`config.mk`:
```
export PLATFORM = sky130hd
export DESIGN_NAME = cktc_div_pipe
export DESIGN_NICKNAME = d
export VERILOG_FILES = /design/src/hw/rtl/cktc_div_pipe.sv
export SDC_FILE = /design/constraint.sdc
export NUM_CORES = 2
export LEC_CHECK = 0
export ABC_AREA = 1
export CELL_PAD_IN_SITES_DETAIL_PLACEMENT = 1
export CELL_PAD_IN_SITES_GLOBAL_PLACEMENT = 2
export CORE_ASPECT_RATIO = 0.6
export CORE_MARGIN = 2
export CORE_UTILIZATION = 50
export DETAILED_ROUTE_END_ITERATION = 8
export DONT_BUFFER_PORTS = 1
export GPL_ROUTABILITY_DRIVEN = 0
export GPL_TIMING_DRIVEN = 1
export HOLD_SLACK_MARGIN = 0.08
export PLACE_DENSITY_LB_ADDON = 0.1
export SYNTH_ARGS = -nofsm -noshare
export SYNTH_HDL_FRONTEND = slang
export SYNTH_MEMORY_MAX_BITS = 65536
export SYNTH_SLANG_ARGS = --single-unit
```
`constraint.sdc`:
```
create_clock -name clk -period 2.9 [get_ports clk]
set_clock_uncertainty 0.2 [all_clocks]
set_input_delay 0.58 -clock clk [delete_from_list [all_inputs] [get_ports clk]]
set_output_delay 0.58 -clock clk [all_outputs]
set_load 0.02 [all_outputs]
```
`src/hw/rtl/cktc_div_pipe.sv`:
```
// Pipelined restoring divider, one quotient bit per stage, with a side payload.
`timescale 1ns / 1ps
module cktc_div_pipe #(
    parameter int NUM_W = 41,
    parameter int DEN_W = 8,
    parameter int SIDE_W = 8
) (
    input  logic              clk,
    input  logic              rst_n,
    input  logic              en,
    input  logic              in_valid,
    input  logic [NUM_W-1:0]  num,
    input  logic [DEN_W-1:0]  den,
    input  logic [SIDE_W-1:0] side_in,
    output logic              out_valid,
    output logic [NUM_W-1:0]  quo,
    output logic [SIDE_W-1:0] side_out
);
    // Entry i holds the output of stage i.
    logic                 vld_reg [NUM_W];
    logic [NUM_W-1:0]     q_reg   [NUM_W];
    logic [DEN_W-1:0]     rem_reg [NUM_W];
    logic [NUM_W-1:0]     num_reg [NUM_W];
    logic [DEN_W-1:0]     den_reg [NUM_W];
    logic [SIDE_W-1:0]    side_reg[NUM_W];

    for (genvar i = 0; i < NUM_W; i++) begin : g_stage
        logic              v_in;
        logic [NUM_W-1:0]  q_in;
        logic [DEN_W-1:0]  r_in;
        logic [NUM_W-1:0]  n_in;
        logic [DEN_W-1:0]  d_in;
        logic [SIDE_W-1:0] sd_in;
        logic [DEN_W:0]    trial;
        logic              ge;

        if (i == 0) begin : g_head
            assign v_in  = in_valid;
            assign q_in  = '0;
            assign r_in  = '0;
            assign n_in  = num;
            assign d_in  = den;
            assign sd_in = side_in;
        end else begin : g_link
            assign v_in  = vld_reg[i-1];
            assign q_in  = q_reg[i-1];
            assign r_in  = rem_reg[i-1];
            assign n_in  = num_reg[i-1];
            assign d_in  = den_reg[i-1];
            assign sd_in = side_reg[i-1];
        end

        assign trial = {r_in, n_in[NUM_W-1-i]};
        assign ge    = trial >= {1'b0, d_in};

        always_ff @(posedge clk or negedge rst_n)
        begin
            if (!rst_n)
            begin
                vld_reg[i] <= 1'b0;
            end
            else if (en)
            begin
                vld_reg[i] <= v_in;
            end
        end

        always_ff @(posedge clk)
        begin
            if (en)
            begin
                q_reg[i]    <= {q_in[NUM_W-2:0], ge};
                rem_reg[i]  <= ge ? DEN_W'(trial - {1'b0, d_in})
                                  : trial[DEN_W-1:0];
                num_reg[i]  <= n_in;
                den_reg[i]  <= d_in;
                side_reg[i] <= sd_in;
            end
        end
    end

    assign out_valid = vld_reg[NUM_W-1];
    assign quo       = q_reg[NUM_W-1];
    assign side_out  = side_reg[NUM_W-1];
endmodule

```
### Yosys cells after proc, flatten, opt, wreduce, memory -nomap -nowiden

Memories as Yosys holds them, arrays and structs flattened.
Cells that the tools add are included.
W data, S select, Z words.

* register bits: 41
* memory bits (writable): 4346
* bits of input ports: 61
* word-level logic and storage cells: 171
* memories: 5

Memory list
* num_reg: depth 41, bits a word 41, read ports 40, clocked after Yosys merged registers in 0, wr ports 41, RTL line 23 `logic [NUM_W-1:0] num_reg [NUM_W];`
* q_reg: depth 41, bits a word 41, read ports 41, clocked after Yosys merged registers in 0, wr ports 41, RTL line 21 `logic [NUM_W-1:0] q_reg [NUM_W];`
* den_reg: depth 41, bits a word 8, read ports 40, clocked after Yosys merged registers in 0, wr ports 41, RTL line 24 `logic [DEN_W-1:0] den_reg [NUM_W];`
* rem_reg: depth 41, bits a word 8, read ports 40, clocked after Yosys merged registers in 0, wr ports 41, RTL line 22 `logic [DEN_W-1:0] rem_reg [NUM_W];`
* side_reg: depth 41, bits a word 8, read ports 41, clocked after Yosys merged registers in 0, wr ports 41, RTL line 25 `logic [SIDE_W-1:0] side_reg[NUM_W];`

* add/sub/neg operators: 41
* magnitude comparators: 41
* muxes and demuxes: 43

Operators by type and width (count)
* $ge A9 B8 Y1: 40
* $mux W8: 41
* $sub A8 B8 Y8: 40
* $ge A1 B8 Y1: 1
* $sub A1 B8 Y8: 1
* $mux W1: 2

### Longest topological paths before layout

An unclocked memory read counts as a cell.

* depth after elaboration: 3
* mapped depth: 13

### Worst setup path before layout

Ideal clock, no wire load.

* kind: reg2reg
* start: memory rem_reg[26][1], in the netlist rem_reg[1][81]
* end: memory rem_reg[27][7], in the netlist rem_reg[1][95], data pin
* library setup time: 0.253 ns
* arrival time: 1.508 ns
* data required time: 2.447 ns
* path slack: 0.939 ns
* cell stages (with the launch flop): 9
* path buffers: 0
* clock period less this slack: 1.961 ns
* cells stage by stage: edfxtp_1 > ha_1 > or2_4 > nand3b_1 > nand2_1 > nand2_2 > nand2_2 > nand2_1 > nand2_1

RTL lines (RTL line)
* start: declaration: 22

==> reports/qor.csv <==
stage,metric,value,unit
placed_design,hpwlAfterDp,122,mm
cells_and_area,post-route-util,0.564,
floorplan,core_area,206000,sq um
setup_path,crit_chain,buf_16 > buf_16 > clkbuf_16,
drt,finalWirelength,187,mm
yosys,synth_edf_count,2649,
global_route,grt_use_total,0.180,
power,finalPower,108,mW
floorplan,initial_core_util,0.502,
cells_and_area,seqCellArea,80600,sq um
clock_tree,cts_sinks,2690,
setup_path,critical_path.max_fanout,238,
yosys,yosys_warnings,0,
timing,slew_headroom,0.0103,
setup_path,path_delay_family,buffers and inverters,
drt,wire_per_inst,18.0,um
yosys,synth_area_leaders,"edfxtp_1 77%, nand2_1 6.3%, ha_1 3.9%, inv_1 3.5%, nand3_1 2.8%",
timing,period_needed,2.66,ns
timing,hold_viol_final,127,
hold_path,hp-start,en,
setup_path,ff2ff_setup_slack,0.39,ns
clock_tree,cts_tree,yes,
setup_path,cp_num_buf_inv,3,
hold_path,holdPathEnd,num_reg[0][22],
timing,worst_pin_slew,1.48,ns
power,power_leakage,46.4,nW
cells_and_area,syn_to_final_growth,12.4,%
setup_path,startpoint_type,input port,
timing,rsz0062_at_grt,false,
setup_path,timing.rr.end,rem_reg[1][46],
yosys,ys_ff_latch,2690,
timing,max_clock_freq,376,MHz
floorplan,top_level_ports,111,
yosys,synth_top_area_frac,0.771,
floorplan,fp.dieW,590,um
cells_and_area,multi_input_area,18700,sq um
timing,setup_viol,0,
setup_path,timing.rr.start,den_reg[1][37],
floorplan,die_area,210000,sq um
hold_path,min_path_cells,0,
yosys,synth_common_cells,"2649 x edfxtp_1, 1718 x nand2_1, 962 x inv_1, 571 x nand3_1, 322 x ha_1",
drt,dr.first_iter.drc_count,3978,
power,power_density,934,nW/um^2
global_route,grt_pass1_wl,298,mm
status,violations,negative hold slack,
placed_design,port_buffers,0,
clock_tree,max-clock-path-buffers,4,
yosys,synthFlopType,edfxtp_1,
timing,tns,0,ns
yosys,synth_cells,7117,
setup_path,r2r_cells,10,
clock_tree,htreeDepth,4,
floorplan,rows,129,
drt,drtPass1Iterations,5,
yosys,ys_types,35,
run,cap_violations,0,
clock_tree,numCtsBuffers,239,
setup_path,critPathSlowestCell,clkbuf_16,
cells_and_area,fin_nets,7881,
setup_path,crit_top_cell,buf_16,
global_route,antenna_found_initial,4,
cells_and_area,largest_reg_flops,861,
placed_design,pre_cts_ws,-1.94,ns
clock_tree,cts-root-buf,clkbuf_16,
status,status,finished with violations,
setup_path,arrival,2.99,ns
timing,min_period_over_period,0.918,
timing,postLayoutSetupSlackWorst,0.238,ns
setup_path,end_kind,register,
cells_and_area,layout-drive-gt1-share,0.0699,
setup_path,worstPathRequired,3.22,ns
yosys,synth_top_area_cell,edfxtp_1,
floorplan,die_y,356,um
drt,drc_errors,0,
yosys,syn-mean-instance-area,14.5,sq um
clock_tree,path_clk_slew,0.06,ns
yosys,synthMostInstantiatedCell,edfxtp_1,
cells_and_area,fill_cells,19700,
global_route,grt_pass1_vias,52900,
timing,slew_violations,0,
hold_path,hold_path.class,in -> reg,
yosys,syn_nets,7539,
setup_path,crit_type,in -> reg,
power,vdd_drop_max,553,uV
yosys,ys_seq_area_frac,0.781,
global_route,grt_max_degree,274,
clock_tree,clock_latency,0.89,ns
drt,via_count,51900,
setup_path,slowest_delay,0.63,ns
yosys,synth_async_sr_flop_share,0.0152,
global_route,gr-total-overflow,0,
timing,hold_slack,-0.361,ns
drt,ant_nets,0,
yosys,syn_area,103000,sq um
drt,via_per_inst,4.99,
-- worst register-to-register path: stages, from the launching register on --
cell	delay, ns
edfxtp_1	0.53
inv_1	0.08
ha_1	0.36
nand2_1	0.12
nor2_1	0.07
nand2_1	0.06
nor2_1	0.04
nor2_2	0.37
nand2_2	0.24
nand2_1	0.13
nand2_1	0.06
-- cell type report --
cell class | count | area share
Clock inverter | 151 | 0.0145
Inverter | 962 | 0.0311
Multi-Input combinational cell | 3436 | 0.162
Sequential cell | 2690 | 0.695
Tap cell | 2751 | 0.0297
Timing Repair Buffer | 130 | 0.0138
Clock buffer | 286 | 0.0542
Antenna cell | 2 | 0.0000432
-- how the worst max path moves through the flow --
stage	startpoint	endpoint	slack, ns	depth (start not counted)
6_report	en	q_reg[1][54]	0.24	3
3_5_place_dp	en	q_reg[2][328]	-1.94	4
4_1_cts	en	q_reg[1][13]	0.18	3
5_1_grt	en	g_stage[29].v_in	0.11	4
2_1_floorplan	rem_reg[1][81]	rem_reg[1][95]	0.94	8
3_3_place_gp	en	q_reg[2][329]	-1.80	4
-- power breakdown --
part	internal, mW	switching (mW)
clock	18.3	13.9
combinational	8.41	16.1
sequential	49.0	2.66
total	75.7	32.6
-- metal layers --
metal  GRT usage  vias to the layer above  part of all wire
li1            -                    25400                 -
met2       0.248                      791              0.40
met5           0                        -                 0
met4      0.0399                        0             0.019
met3      0.0277                      254             0.043
met1       0.299                    25400              0.53
-- placed cells by master, fill, tap and decap left out, types with 70 or more instances in the layout --
| master | n |
|---|---|
| dlygate4sd3_1 | 83 |
| a21oi_1 | 140 |
| nand3_1 | 571 |
| nand4_1 | 73 |
| xor2_1 | 70 |
| edfxtp_1 | 2649 |
| inv_1 | 962 |
| clkbuf_16 | 244 |
| ha_1 | 322 |
| nand2_1 | 1718 |
| nor2_1 | 234 |
-- logic make-up (layout without fill, tap and decap cells) --
logic type | after synthesis | in the layout | share of synthesized area
XOR/XNOR | 117 | 117 | 0.00993
AO/OA/AOI/OAI | 168 | 168 | 0.00840
flip-flops | 2690 | 2690 | 0.781
buffers and inverters | 991 | 1529 | 0.0375
AND/OR/NAND/NOR | 2787 | 2787 | 0.116
multiplexers | 3 | 3 | 0.000327
other | 0 | 2 | 0
adder cells (fa/ha/maj) | 361 | 361 | 0.0466
-- repair_timing --
item / 4_1_cts / 5_1_grt
hold buffers: 84 / 1
gates resized for setup: 0 / 0
pin swaps: 0 / 0
setup endpoints to repair: 803 / 59
gates cloned: 6 / 1
endpoints found under the hold margin: 337 / 128
buffers inserted: 0 / 0
-- metrics by stage --
step                      instances  hold slack (ns)  area [sq um]
after global placement         9877           0.0851        107000
after detailed placement       9877           0.0850        107000
after CTS                     10400           -0.428        116000
after floorplan                7117           0.0844        103000
final                         10400           -0.361        116000
after global routing          10400           -0.418        116000
(Power assumes the default switching activity.)
